[src/design/sliding_window_average_macros.svh]
// Assertion helpers used by sliding_window_average.sv.
`ifndef SLIDING_WINDOW_AVERAGE_MACROS_SVH
`define SLIDING_WINDOW_AVERAGE_MACROS_SVH

`ifndef NO_ASSERTIONS

// The property must hold at every clock edge outside reset.
`define SWA_ASSERT(lbl, clk, rstn, prop) \
  lbl: assert property (@(posedge clk) disable iff (!rstn) (prop)) \
    else $error("sliding_window_average: assertion failed");

// The expression must never be true at a clock edge outside reset.
`define SWA_ASSERT_NEVER(lbl, clk, rstn, expr) \
  lbl: assert property (@(posedge clk) disable iff (!rstn) !(expr)) \
    else $error("sliding_window_average: forbidden condition seen");

`else

`define SWA_ASSERT(lbl, clk, rstn, prop)
`define SWA_ASSERT_NEVER(lbl, clk, rstn, expr)

`endif

`endif

[src/design/swa_ring.sv]
module swa_ring #(
  parameter int unsigned DEPTH  = 256,
  parameter int unsigned ADDR_W = 8,
  parameter int unsigned DATA_W = 16
) (
  input  logic              clk_i,
  input  logic              we_i,
  input  logic [ADDR_W-1:0] waddr_i,
  input  logic [DATA_W-1:0] wdata_i,
  input  logic              re_i,
  input  logic [ADDR_W-1:0] raddr_i,
  output logic [DATA_W-1:0] rdata_o
);

  logic [DATA_W-1:0] mem [DEPTH];
  logic [DATA_W-1:0] rdata_q;

  always_ff @(posedge clk_i) begin
    if (we_i) begin
      mem[waddr_i] <= wdata_i;
    end
  end

  always_ff @(posedge clk_i) begin
    if (re_i) begin
      rdata_q <= mem[raddr_i];
    end
  end

  assign rdata_o = rdata_q;

endmodule

[config.mk]
export PLATFORM = sky130hd
export DESIGN_NAME = swa_ring
export DESIGN_NICKNAME = d
export VERILOG_FILES = /design/src/design/sliding_window_average_macros.svh /design/src/design/swa_ring.sv
export SDC_FILE = /design/constraint.sdc
export NUM_CORES = 2
export LEC_CHECK = 0
export BUFFER_PORTS_ARGS = -buffer_cell sky130_fd_sc_hd__clkbuf_2
export CAP_MARGIN = 15
export CORE_UTILIZATION = 41
export CTS_CLUSTER_SIZE = 24
export DETAILED_ROUTE_END_ITERATION = 10
export SLEW_MARGIN = 15
export SYNTH_ARGS = -nofsm -noshare
export SYNTH_HDL_FRONTEND = slang
export SYNTH_SLANG_ARGS = --single-unit
[constraint.sdc]
create_clock -name clk_i -period 3.2 [get_ports clk_i]
set_clock_uncertainty 0.1 [all_clocks]
set_input_delay 0.48 -clock clk_i [delete_from_list [all_inputs] [get_ports clk_i]]
set_output_delay 0.48 -clock clk_i [all_outputs]
set_load 0.005 [all_outputs]
# Yosys cells after proc, flatten, opt, wreduce, memory -nomap -nowiden

Memories as Yosys holds them, arrays and structs flattened. A register that Yosys moved wholly into a read port is not among the register bits.
Cells that the tools add are included.

Mux-type cells: 2

Operators with widths:

| cell    | number |
|---|---|
| $mux W1 | 2 |

Flip-flop bits (word level): 0
Memory bits (writable): 4096
Input port bits: 35
Output and inout port bits: 16
Word-level logic and storage cells: 3
Memories kept: 1

Memories:

| memory | depth | width | rd ports | clocked after Yosys merged registers in | write ports | line           | RTL |
|---|---|---|---|---|---|---|---|
| mem    | 256   | 16    | 1        | 1                                       | 1           | swa_ring.sv:15 | `logic [DATA_W-1:0] mem [DEPTH];` |

# Depth between registers and ports, before layout

Word-level depth: 2
Depth in mapped cells: 12
Mapped depth without buffers: 6

# Least setup slack after synthesis

Ideal clock, no wire load.

Path type: input to register
Start: input port raddr_i[0]
End: register rdata_q[4], in the netlist rdata_o[4] (read register of mem), data pin
Setup time: 0.265 ns
Data arrival time: 2.464 ns
Data required time: 2.835 ns
Path slack: 0.371 ns
Stages: 8
Cells stage by stage: buf_6 buf_6 buf_2 mux4_2 mux4_2 a22o_1 o32ai_2 nor4_2

RTL lines:

| element            | line           | RTL |
|---|---|---|
| start: declaration | swa_ring.sv:11 | `input logic [ADDR_W-1:0] raddr_i,` |
| end: declaration   | swa_ring.sv:16 | `logic [DATA_W-1:0] rdata_q;` |

==> key figures <==
Run status
  – Status: finished clean

STA
  – Worst-Margin Slew: 1.07 ns
  – Period utilisation layout: a little over nine tenths
  – Final min period: 3.01 ns
  – Max Slew Vio Count: 0
  – Hold Vio Cnt, Final: 0
  – Setup TNS: 0 ns
  – Hold_ws: ~0.08 ns
  – Max Fclk: 332 MHz
  – RSZ-0062 raised after global routing: false
  – Setup-failing EPs final: 0
  – Normalized max-slew margin: between 20% and 30%

Floorplanning
  – Die width: ~620 um
  – Die area: approximately 0.4 mm^2
  – IO Pins: 51
  – # rows: around 230
  – Initial core utilization: 41.2%
  – CORE AREA: approximately 0.39 mm^2
  – Die Ht: between 600 and 700 um

Placed design
  – Hpwl dp: 270000 um
  – Placed Cells: between 10000 and 15000
  – Final Wtd Congestion: just under 0.9
  – PortBufs: 50

Route
  – Final wirelength: 431000 um
  – # DRC: 0
  – Wire length per cell: around 31 um
  – First drt pass iteration count: 5
  – Post-route ant nets: 0
  – Vias per cell: slightly below 6
  – Routed vias: approximately 81000
  – Detailed Route Iter0 Violations: ~10000

Synthesis
  – Register area share after synthesis: between 70% and 80%
  – Netlist cell types: between 50 and 60
  – Synth Area in Compound Gates: approximately 3.5%
  – Post-synthesis async set-or-reset flop share: 0%
  – Mux cell area share after synthesis: between 15 and 20%
  – Synthesized net count: 7395
  – Syn avg cell area: 21.6 um^2
  – Main combinational cell family by area after synthesis: multiplexers
  – Synth Area in Adders: 0%
  – Post-synth EDFFs: between 4000 and 5000
  – Synth Flop Type: edfxtp_1
  – Cell count after synthesis: between 7000 and 8000
  – Post-Synth XOR/XNOR Area: 0%
  – Cell area after synthesis: 0.159 mm^2
  – Number of synthesized register bits: around 4000
  – Synthesis Warnings: 0
  – Synth Area in Simple Gates: under 10%

Min path
  – Hold WC Path Type: input pin to register
  – Hold depth: 1

CTS
  – H-tree lvl count: 5
  – Post-CTS setup buffers: 0
  – Clk slew on worst S/H paths: 0.06 ns
  – Clock Latency Late Sink: about 0.99 ns
  – CTS tree: built
  – Number of CTS-inserted buffers: a little over 400
  – CTS Root Cell: clkbuf_16
  – CTS Buffer Depth: 4
  – CTS Sinks: between 4000 and 5000

Worst setup path
  – Worst setup path category: register to register
  – Worst EP required: between 3 and 4 ns
  – Crit-path max cell delay: approximately 0.57 ns
  – Most numerous cell on the critical path: mux4_2
  – FF-to-FF path depth: 6
  – Critical Path Fanout Max: 1
  – CP top delay family: multiplexers
  – Slowest cell on crit path: mux4_2
  – Cells along the critical path: mux4_2 > mux4_2 > a22o_1 > o32ai_2 > buf_4 > nor4_1
  – Worst Path Arrival: 3.59 ns
  – Crit. End Element: register
  – Buf/Inv on CP: 1
  – Levels on crit path: 6
  – CP Launch Type: register

Cells and area
  – Fin nets: about 8400
  – Finished Core Util: a little under 50%
  – Post-Layout Cell Count: between 10000 and 15000
  – Ratio of cells with drive above 1 in the final layout: 29.9%
  – Fillers: ~31000
  – Area grow syn2layout: 17.4%

Global route
  – Largest net degree at the start of global routing: about 120
  – GRT overflow: 0
  – Vias in the first global route: ~81000
  – GR Util All Layers: a little over a fifth
  – Global-route wire length before repair: ~600000 um
  – Initial antenna violation count: 21

Power and ir drop
  – Pwr/cell area: 603 mW/mm^2
  – LEAKAGE: 60.0 nW
  – VDD IR max: between 400 and 500 uV
  – Pwr Total: 112 mW

Job
  – # Max-Cap Violations: 0
[state kept, by name, indices dropped and copies added (netlist names)]
register	cells
mem	4096
rdata_o	16
[cell usage after synthesis, drive strengths merged (18+ instances only)]
| cell | count | area share (%) |
|---|---|---|
| buf | 222 | 1.1 |
| nor4 | 18 | 0.075 |
| a22oi | 43 | 0.20 |
| nand4 | 26 | 0.10 |
| nand3 | 35 | 0.11 |
| clkbuf | 230 | 0.54 |
| mux2 | 88 | 0.62 |
| o221ai | 253 | 1.4 |
| o22ai | 148 | 0.58 |
| a211oi | 18 | 0.085 |
| mux4 | 797 | 11 |
| nand2 | 38 | 0.090 |
| mux2i | 565 | 3.6 |
| nor3 | 92 | 0.29 |
| edfxtp | 4112 | 78 |
| a22o | 32 | 0.18 |
| o21ai | 38 | 0.12 |
| nor2 | 304 | 0.72 |
| o32ai | 21 | 0.12 |
| a21oi | 175 | 0.55 |
| a221oi | 28 | 0.15 |
[path summary, 6_finish.rpt]
path                                   start          end  slack, ns
worst max-delay path             mem[30][12]  rdata_o[12]       0.19
worst min-delay path                    re_i   rdata_o[5]       0.08
worst max register to register   mem[30][12]  rdata_o[12]       0.19
worst min register to register  mem[234][11]  rdata_o[11]       1.18
[kinds of logic (layout without fill, tap and decap cells)]
| kind of cell | after synthesis | count (layout) |
|---|---|---|
| multiplexers | 1450 | 1450 |
| flip-flops | 4112 | 4112 |
| AND/OR/NAND/NOR | 556 | 556 |
| other | 0 | 12 |
| buffers and inverters | 456 | 1820 |
| AO/OA/AOI/OAI | 786 | 786 |
[cell usage in the layout, fill, tap and decap left out, types with 31 or more instances in the layout]
cell type and count:
buf_12 190, edfxtp_1 4112, clkinv_1 99, nor2_2 69, mux4_2 797, nor3_1 90, clkbuf_16 410, clkinv_2 74
bufinv_16 31, mux2i_1 565, a21oi_1 175, a22oi_1 43, nor2_1 234, o221ai_1 252, o22ai_1 148, clkbuf_1 78
nand2_1 38, mux2_2 88, o21ai_0 37, buf_4 818, a22o_1 32
[power by group]
group | switching [mW] | internal [mW]
registers | 0.0976 | 59.4
logic | 3.84 | 2.46
clock network | 20.5 | 26.1
[routing by layer]
layer	GRT usage (%)	wire, um	share of wire, %
met1	30.6	177000	41
met2	34.7	205000	47
met3	3.60	33500	7.8
met4	7.64	16200	3.7
met5	0	52	0.012
[layout make-up]
type                    count  area (um^2)  share of cell area [%]
diodes                     12         30.0                  0.0161
well taps                5175         6470                    3.47
multi-input cells        2792        33000                    17.7
repair buffers           1072        10500                    5.65
clock inverters           256         2370                    1.27
inverters                   4         27.5                  0.0148
clock buffers             488        10600                    5.66
flip-flops and latches   4112       123000                    66.2
[through the flow]
step                setup slack, ns  cell area [um^2]
detailed placement            -1.08            173000
CTS                           0.178            186000
finish                        0.192            186000
global placement              -1.11            173000
floorplan                     0.371            159000
global route                  0.198            186000
[timing repair]
action	CTS	global route
hold buffers	16	0
hold endpoints to repair	796	0
setup endpoints to repair	1	0
gates resized for setup	2	0
Note: power is estimated with default switching activity, not from simulation.
