`config.mk`:
```
export PLATFORM = sky130hd
export DESIGN_NAME = swa_div
export DESIGN_NICKNAME = d
export VERILOG_FILES = /design/src/design/sliding_window_average_macros.svh /design/src/design/swa_pkg.sv /design/src/design/swa_div.sv
export SDC_FILE = /design/constraint.sdc
export NUM_CORES = 1
export LEC_CHECK = 0
export BUFFER_PORTS_ARGS = -buffer_cell sky130_fd_sc_hd__buf_2
export CORE_MARGIN = 1
export CORE_UTILIZATION = 30
export DETAILED_ROUTE_END_ITERATION = 12
export PLACE_DENSITY_LB_ADDON = 0.15
export SYNTH_ARGS = -nofsm -noshare
export SYNTH_HDL_FRONTEND = slang
export SYNTH_SLANG_ARGS = --single-unit
```
`constraint.sdc`:
```
create_clock -name clk_i -period 3.1 [get_ports clk_i]
set_input_delay 0 -clock clk_i [delete_from_list [all_inputs] [get_ports clk_i]]
set_output_delay 0 -clock clk_i [all_outputs]
set_load 0.02 [all_outputs]
```
`src/design/sliding_window_average_macros.svh`:
```
// Assertion helpers used by sliding_window_average.sv.
`ifndef SLIDING_WINDOW_AVERAGE_MACROS_SVH
`define SLIDING_WINDOW_AVERAGE_MACROS_SVH

`ifndef NO_ASSERTIONS

// The property must hold at every clock edge outside reset.
`define SWA_ASSERT(lbl, clk, rstn, prop) \
  lbl: assert property (@(posedge clk) disable iff (!rstn) (prop)) \
    else $error("sliding_window_average: assertion failed");

// The expression must never be true at a clock edge outside reset.
`define SWA_ASSERT_NEVER(lbl, clk, rstn, expr) \
  lbl: assert property (@(posedge clk) disable iff (!rstn) !(expr)) \
    else $error("sliding_window_average: forbidden condition seen");

`else

`define SWA_ASSERT(lbl, clk, rstn, prop)
`define SWA_ASSERT_NEVER(lbl, clk, rstn, expr)

`endif

`endif

```
`src/design/swa_pkg.sv`:
```
package swa_pkg;

  // Width of the window size register.
  localparam int unsigned WIN_W = 8;
  // Configuration bus.
  localparam int unsigned PDATA_W = 32;
  localparam int unsigned PADDR_W = 3;
  localparam int unsigned REG_IDX_W = 1;

  localparam logic [REG_IDX_W-1:0] REG_WINDOW_SIZE = 1'b0;
  localparam logic [REG_IDX_W-1:0] REG_INIT_VALUE  = 1'b1;

  localparam int unsigned WIN_RESET = 8;

  typedef enum logic [2:0] {
    S_IDLE,
    S_UPDATE,
    S_START,
    S_DIV,
    S_LOAD
  } seq_state_e;

  typedef struct packed {
    logic busy;
    logic done;
  } div_stat_t;

endpackage

```
`src/design/swa_div.sv`:
```
module swa_div #(
  parameter int unsigned DIVIDEND_W = 24,
  parameter int unsigned DIVISOR_W  = 8,
  parameter int unsigned QUOT_W     = 16
) (
  input  logic                         clk_i,
  input  logic                         rst_ni,
  input  logic                         start_i,
  input  logic signed [DIVIDEND_W-1:0] dividend_i,
  input  logic [DIVISOR_W-1:0]         divisor_i,
  output logic signed [QUOT_W-1:0]     quot_o,
  output swa_pkg::div_stat_t           stat_o
);

  localparam int unsigned CntW = $clog2(DIVIDEND_W + 1);

  logic                   busy_q, busy_d;
  logic                   done_q, done_d;
  logic [CntW-1:0]        cnt_q, cnt_d;
  logic [DIVISOR_W-1:0]   rem_q, rem_d;
  logic [DIVIDEND_W-1:0]  quo_q, quo_d;
  logic                   neg_q, neg_d;
  logic [QUOT_W-1:0]      res_q, res_d;
  logic [DIVISOR_W:0]     shifted;
  logic [DIVISOR_W:0]     diff;
  logic                   ge;

  // One quotient bit per cycle, restoring, on the magnitude of the dividend.
  assign shifted = {rem_q, quo_q[DIVIDEND_W-1]};
  assign ge      = shifted >= {1'b0, divisor_i};
  assign diff    = shifted - {1'b0, divisor_i};

  always_comb begin
    busy_d = busy_q;
    done_d = done_q;
    cnt_d  = cnt_q;
    rem_d  = rem_q;
    quo_d  = quo_q;
    neg_d  = neg_q;
    res_d  = res_q;
    if (start_i) begin
      busy_d = 1'b1;
      done_d = 1'b0;
      cnt_d  = CntW'(DIVIDEND_W);
      rem_d  = '0;
      neg_d  = dividend_i[DIVIDEND_W-1];
      quo_d  = dividend_i[DIVIDEND_W-1] ? $unsigned(-dividend_i) : $unsigned(dividend_i);
    end else if (busy_q) begin
      if (cnt_q != '0) begin
        rem_d = ge ? diff[DIVISOR_W-1:0] : shifted[DIVISOR_W-1:0];
        quo_d = {quo_q[DIVIDEND_W-2:0], ge};
        cnt_d = cnt_q - CntW'(1);
      end else begin
        // Restore the sign; truncation toward zero follows from dividing magnitudes.
        res_d  = neg_q ? (-quo_q[QUOT_W-1:0]) : quo_q[QUOT_W-1:0];
        busy_d = 1'b0;
        done_d = 1'b1;
      end
    end
  end

  always_ff @(posedge clk_i or negedge rst_ni) begin
    if (!rst_ni) begin
      busy_q <= 1'b0;
      done_q <= 1'b0;
      cnt_q  <= '0;
    end else begin
      busy_q <= busy_d;
      done_q <= done_d;
      cnt_q  <= cnt_d;
    end
  end

  always_ff @(posedge clk_i) begin
    rem_q <= rem_d;
    quo_q <= quo_d;
    neg_q <= neg_d;
    res_q <= res_d;
  end

  assign quot_o      = $signed(res_q);
  assign stat_o.busy = busy_q;
  assign stat_o.done = done_q;

endmodule

```
**After elaboration in Yosys (flattened, before gate mapping)**

Cells that the tools add are included.

- Word-level logic and storage cells: 37
- Flip-flop bits (word level): 56
- Bits of input ports: 35
- Output and inout bits: 18

- Bitwise gates (word level): 2
- Reduce and logical (&&, ||, !) cells: 7
- Muxes and demuxes: 15
- Magnitude comparators: 1
- Add/sub/neg operators: 4
- Equality and inequality tests: 1

Operators by type and width:

| operator | number |
|---|---|
| $mux W24 | 4 |
| $neg A24 Y24 | 1 |
| $mux W16 | 1 |
| $neg A16 Y16 | 1 |
| $mux W5 | 3 |
| $ge A9 B8 Y1 | 1 |
| $mux W8 | 1 |
| $sub A8 B8 Y8 | 1 |
| $mux W1 | 6 |
| $reduce_and A2 Y1 | 3 |
| $reduce_bool A5 Y1 | 1 |
| $sub A5 B1 Y5 const B | 1 |
| $reduce_bool A2 Y1 | 2 |
| $reduce_and A3 Y1 | 1 |
| $ne A2 B2 Y1 const B | 1 |
| $not A1 Y1 | 2 |

**Depth between registers and ports, before layout**

Gate-level depths: netlist (run 1).

- Word-level depth: 4
- Gate-level depth with buffers: 9

**Worst setup path after synthesis (run 1)**

OpenSTA, ideal clock, no wires.

- Path type: register -> register
- Start: register cnt_q[0]
- End: register res_q[0], in the netlist quot_o[0] (enable)
- Period minus slack after synthesis: 2.801 ns
- Setup time: 0.415 ns
- Cell stages (with the launch flop): 5
- Data arrival time: 2.385 ns
- Setup slack: 0.299 ns
- Required time: 2.685 ns
- Path through: dfrtp_1 -> inv_1 -> ha_1 -> or4b_1 -> nor3b_1

- Word-level cells in the longest chain between the ends: 3

Ends and longest elaborated chain:

| what | line | text |
|---|---|---|
| start, declared | swa_div.sv:19 | `logic [CntW-1:0] cnt_q, cnt_d;` |
| start signal, assigned | swa_div.sv:70 | `cnt_q <= cnt_d;` |
| $reduce_bool A5 Y1 | swa_div.sv:49 | `if (cnt_q != '0) begin` |
| $not A1 Y1 (no source line) | n/a |  |
| $reduce_and A3 Y1 (no source line) | n/a |  |
| end signal, assigned | swa_div.sv:78 | `res_q <= res_d;` |
| end, declared | swa_div.sv:23 | `logic [QUOT_W-1:0] res_q, res_d;` |

No other way between the ends.
A chain may end at the register's enable or synchronous reset.

**Final worst setup path (run 1)**

- Start: register cnt_q[0]
- End: register quo_q[7] (enable)

- Word-level cells in the longest chain between the ends: 3

Ends and longest elaborated chain:

| what | line | text |
|---|---|---|
| $reduce_bool A5 Y1 | swa_div.sv:49 |  |
| $reduce_bool A2 Y1 (no source line) | n/a |  |
| $reduce_and A2 Y1 (no source line) | n/a |  |
| end signal, assigned | swa_div.sv:76 | `quo_q <= quo_d;` |
| end, declared | swa_div.sv:21 | `logic [DIVIDEND_W-1:0] quo_q, quo_d;` |

No other way between the ends.

==> results of run 1 <==
[routing by layer]
layer	vias up	share of wire	GRT usage
met5	-	0.0018	0
met4	2	0.0088	0.0343
met3	6	0.045	0.0290
met2	60	0.45	0.213
met1	1205	0.50	0.176
li1	1362	-	-
[cells by family (layout without fill, tap and decap cells)]
kind of cell               Yosys count  after routing  share of synthesized area
AOI/OAI and AO/OA                   86             86                      0.160
xor gates and xnor gates            40             40                      0.101
adders and majority gates           13             13                     0.0492
buffers and inverters               36             86                     0.0456
DFF                                 56             56                      0.453
muxes                                9              9                     0.0268
other                                0              1                          0
and+or+nand+nor                    109            109                      0.165
[cell usage after synthesis (7+ instances only)]
master / instances
o21ai_0: 20
o31ai_1: 9
inv_1: 20
xnor2_1: 17
a21oi_1: 32
dfxtp_1: 8
edfxtp_1: 41
nor2b_1: 8
clkbuf_1: 7
ha_1: 12
xor2_1: 23
mux2i_1: 7
nor2_1: 40
nand2_1: 24
dfrtp_1: 7
[critical path: stages, from the launching register on]
cell	delay [ps]
dfrtp_1	400
inv_1	80
ha_1	130
or4b_1	490
and2_1	210
nor2_2	200
inv_1	470
[registers in the layout (all words and copies together), names as in the netlist]
register and flops:
neg_q 1, quo_q 24, rem_q 8, quot_o 16, cnt_q 5, done_q 1, busy_q 1
[what timing repair did]
item	4_1_cts	5_1_grt
hold buffers	1	0
endpoints found under the hold margin	7	0
resized for setup	0	0
[layout by cell type (no fill, tap or decap), types with 4 or more instances in the layout]
cell type,n
a211oi_1,4
a21oi_1,32
buf_2,52
buf_4,5
clkbuf_16,5
dfrtp_1,7
dfxtp_1,8
edfxtp_1,41
ha_1,12
inv_1,20
mux2i_1,7
nand2_1,24
nand2b_1,6
nand3_1,6
nor2_1,40
nor2b_1,8
o21ai_0,20
o31ai_1,9
o41ai_1,6
xnor2_1,17
xor2_1,23
[cell type report]
cell class | instances | area (sq um) | share of cell area
multi-input combinational | 257 | 1740 | 0.431
sequential | 56 | 1570 | 0.388
timing repair buffer | 58 | 308 | 0.0763
tap | 140 | 175 | 0.0434
clock buffer | 5 | 125 | 0.0310
inverter | 20 | 75.1 | 0.0186
clock inverter | 3 | 42.5 | 0.0105
antenna | 1 | 2.50 | 0.000620
[power by group]
part | switching (uW) | internal [uW]
registers | 109 | 951
logic | 422 | 357
clock network | 252 | 379
total | 784 | 1690
[path summary, 6_finish.rpt]
check,startpoint,to,cells past startpoint
min reg2reg,done_q,done_q,1
min in group asynchronous,rst_ni,cnt_q[0],2
max in group asynchronous,rst_ni,done_q,2
max,cnt_q[0],quo_q[7],6
min,dividend_i[22],quo_q[23],2
max reg2reg,cnt_q[0],quo_q[7],6
[per-stage QoR]
step                       util  instance area (sq um)
after floorplan               -                   3460
after global placement    0.350                   3860
after detailed placement  0.350                   3860
after CTS                 0.366                   4030
after global routing      0.366                   4040
final                     0.366                   4040
==> impl_metrics.toml, run 1 <==
[logic_synthesis]
synth_top_cell_area_share = 0.356
yosys_warnings = 0
synth-edff-count = 41
synth_cells = 349
ys.flop_type = "edfxtp_1"
syn_area_per_cell_sq_um = 9.92
yosys.area.top_type = "edfxtp_1"
synth_nets = 397
synth_area_sq_um = 3460
synth-seq-cells = 56
async_reset_ff_frac = 0.125
synth.distinct_cells = 53
synth_area_leaders = "edfxtp_1 (36%), xor2_1 (5.8%), dfrtp_1 (5.1%)"
ys_seq_area_frac = 0.453

[setup_path]
ff2ff_setup_slack_ps = 700
cp_data_required_time_ps = 2980
start_kind = "flip-flop"
crit_arrival_ps = 2280
critPathMaxFanout = 24
worstSetupEndpointType = "flip-flop"
criticalPathCategory = "reg2reg"

[cts]
cts_made_buffers = 5
cts.sinks = 56
clockBufferDepth = 2
clk_pin_slew_ps = 70
root_buffer = "clkbuf_16"
htreeDepth = 2
clk_latency_ps = 290
cts_tree = "built"
post-cts-setup-buffers = 0

[sta]
hold_viol_final = 0
slew_headroom = 0.362
fin_tns_setup_ps = 0
finClkSkew_ps = 3.50
post-route-min-period_ps = 2400
finalMaxSlewViolations = 0
whs_ps = 53.5
finalSetupViolCount = 0
rsz0062_at_grt = "no"
worst_slack_ps = 702
final.period_utilization = 0.773
worst_slew_pin_slew_ps = 955
fmax_ghz = 0.417

[pwr]
power.density_nw_per_um2 = 612
ir_drop_v = 0.000278
cellLeakagePower_uw = 0.00158
p_total_uw = 2470

[global_route]
grt_max_degree = 40
globalRouteTotalUtil = 0.131
grt_antenna_before_repair = 2
grt_overflow_total = 0
grt_pass1_vias = 2443
grt_first_pass_wirelength_mm = 12.1

[drt]
drc = 0
vias = 2635
vias_per_cell = 4.88
wl_per_cell_microns = 13.7
totalWireLength_mm = 7.41
ant_nets = 0
drtIter0Drc = 101
detailedRoute.firstPassIterationCount = 4

[cells_and_area]
syn_to_final_growth_pct = 16.6
final_cell_count_no_fill = 540
nFillCells = 1128
finalNetCount = 446
drive_above_1_share = 0.193

[place]
pre_cts_slack_ps = 695
port_buffers = 52
dp.cells = 530
place_congestion = 0.876
hpwl_mm = 5.57

[floorplanning]
chipWidth_microns = 109
die_h_microns = 109
die_area_sq_um = 12000
ios = 53
core.rowCount = 38
start_util = 0.314
core_sq_um = 11000

[worst_hold_path]
worstHoldPathType = "in2reg"

[flow_run]
cap_violations = 0

[status]
status = "finished clean"
No activity file was read; power rests on OpenSTA's default activity.
==> run 2: changes to the inputs <==
==> constraint.sdc (replaced) <==
create_clock -name clk_i -period 2 [get_ports clk_i]
set_input_delay 0 -clock clk_i [delete_from_list [all_inputs] [get_ports clk_i]]
set_output_delay 0 -clock clk_i [all_outputs]
set_load 0.02 [all_outputs]
==> run 2 against run 1 <==
  * Clock-buffer cell count unchanged
  * Power up 65%
  * Sequential power up 56%
  * Register-to-register slack worse by 640 ps
  * Flip-flop and latch count unchanged
  * Clock skew up 3.4 ps
  * Largest cell class unchanged
  * Largest power group unchanged
==> impl_metrics.toml, run 2 (same netlist as run 1, synthesis figures left out) <==
[status]
status = "finished clean"

[cells_and_area]
final_cell_count_no_fill = 553
most-common-layout-cells = "buf_2 (52), edfxtp_1 (41), nor2_1 (40)"
finalNetCount = 460
syn_to_final_growth_pct = 22.1
nFillCells = 1123
top_register = "quo_q"
n_antenna_cell = 0
largest_register_ffs = 24
final_common_cell = "buf_2"
drive_above_1_share = 0.242

[drt]
wl_per_cell_microns = 14.4
detailedRoute.firstPassIterationCount = 4
drtIter0Drc = 106
drc = 0
vias_per_cell = 4.93
vias = 2729
totalWireLength_mm = 7.95
ant_nets = 0

[setup_path]
crit_chain = "inv_1 -> ha_1 -> or4b_4 -> and2_4 -> nor2_4 -> clkinvlp_4 -> buf_12"
crit_buf_inv = 3
criticalPathCategory = "reg2reg"
cp_data_required_time_ps = 2050
crit_family = "simple AND/OR/NAND/NOR gates"
critPathMaxFanout = 24
worstSetupEndpointType = "flip-flop"
slowest_delay_ps = 450
start_kind = "flip-flop"
crit_arrival_ps = 1990
cp_slowest_cell = "or4b_4"

[cts]
cts.sinks = 56
root_buffer = "clkbuf_16"
cts_tree = "built"
clk_latency_ps = 290
clockBufferDepth = 2
clk_pin_slew_ps = 70
htreeDepth = 2
cts_made_buffers = 5

[floorplanning]
core_sq_um = 11000
core.rowCount = 38
ios = 53
chipWidth_microns = 109
die_h_microns = 109
die_area_sq_um = 12000
start_util = 0.314

[flow_run]
cap_violations = 0

[pwr]
ir_drop_v = 0.000368
cellLeakagePower_uw = 0.00167
power.density_nw_per_um2 = 963

[global_route]
grt_antenna_before_repair = 0
grt_first_pass_wirelength_mm = 12.7
met2_usage = 0.213
grt_pass1_vias = 2580
use_met3 = 0.0225
grt_max_degree = 33
met1_usage = 0.196
globalRouteTotalUtil = 0.138
grt_busiest_layer = "met2"
grt_overflow_total = 0

[sta]
finalSetupViolCount = 0
finalMaxSlewViolations = 0
finClkSkew_ps = 6.92
post-route-min-period_ps = 1940
fmax_ghz = 0.515
slew_headroom = 0.675
whs_ps = 64.3
hold_viol_final = 0
worst_slew_pin_slew_ps = 483
final.period_utilization = 0.971

[place]
hpwl_mm = 5.92
port_buffers = 52
dp.cells = 543
place_congestion = 0.800

[worst_hold_path]
worstHoldPathType = "in2async"
[run 2: through the flow]
stage                     area, sq um  power [uW]  setup WS (ps)  TNS [ps]   util
final                            4230        4070           57.9         0  0.383
after global routing             4230        4310         -0.846     -2.60  0.383
after CTS                        4200        4040           15.2         0  0.380
after detailed placement         4000        3000          -99.7      -296  0.363
after global placement           4000        2990          -2.65     -4.87  0.363
after floorplan                  3490        2570           -209     -5020      -
[run 2: repair_timing]
item                                   CTS  global route
resized for setup                        4             5
setup endpoints to repair                6            35
pin swaps                                1             0
gates cloned                             0             0
hold buffers                             1             0
setup buffers                            0             1
endpoints found under the hold margin    7             0
[run 2: power breakdown]
part	internal, uW	leakage, uW	switching, uW
logic	690	0.00105	731
clock network	588	0.0000760	410
registers	1470	0.000546	176
[run 2: worst paths after layout]
kind	start	depth (start not counted)	slack, ps	end
setup reg to reg	cnt_q[0]	7	60	quo_q[11]
max in group asynchronous	rst_ni	2	1770	cnt_q[4]
min in group clk_i	dividend_i[22]	2	70	quo_q[23]
hold / removal	rst_ni	2	60	cnt_q[0]
hold reg to reg	rem_q[7]	2	510	rem_q[7]
setup / recovery	cnt_q[0]	7	60	quo_q[11]
[run 2: per-layer routing]
layer / share of wire / vias to the layer above
met5: 0 / -
met4: 0.012 / 0
met3: 0.036 / 7
met2: 0.45 / 51
met1: 0.50 / 1292
li1: - / 1379
[run 2: area by class of cell]
type                       count  area [sq um]  share of cell area
clock buffer                   5           125              0.0296
clock inverter                 3          42.5              0.0101
inverter                      20          78.8              0.0187
multi-input combinational    257          1800               0.426
sequential                    56          1570               0.371
tap                          140           175              0.0414
timing repair buffer          72           438               0.104
[run 2: worst register-to-register path, stage by stage, from the launching register on]
cell	delay, ps
dfrtp_1	410
inv_1	90
ha_1	130
or4b_4	450
and2_4	200
nor2_4	140
clkinvlp_4	110
buf_12	170
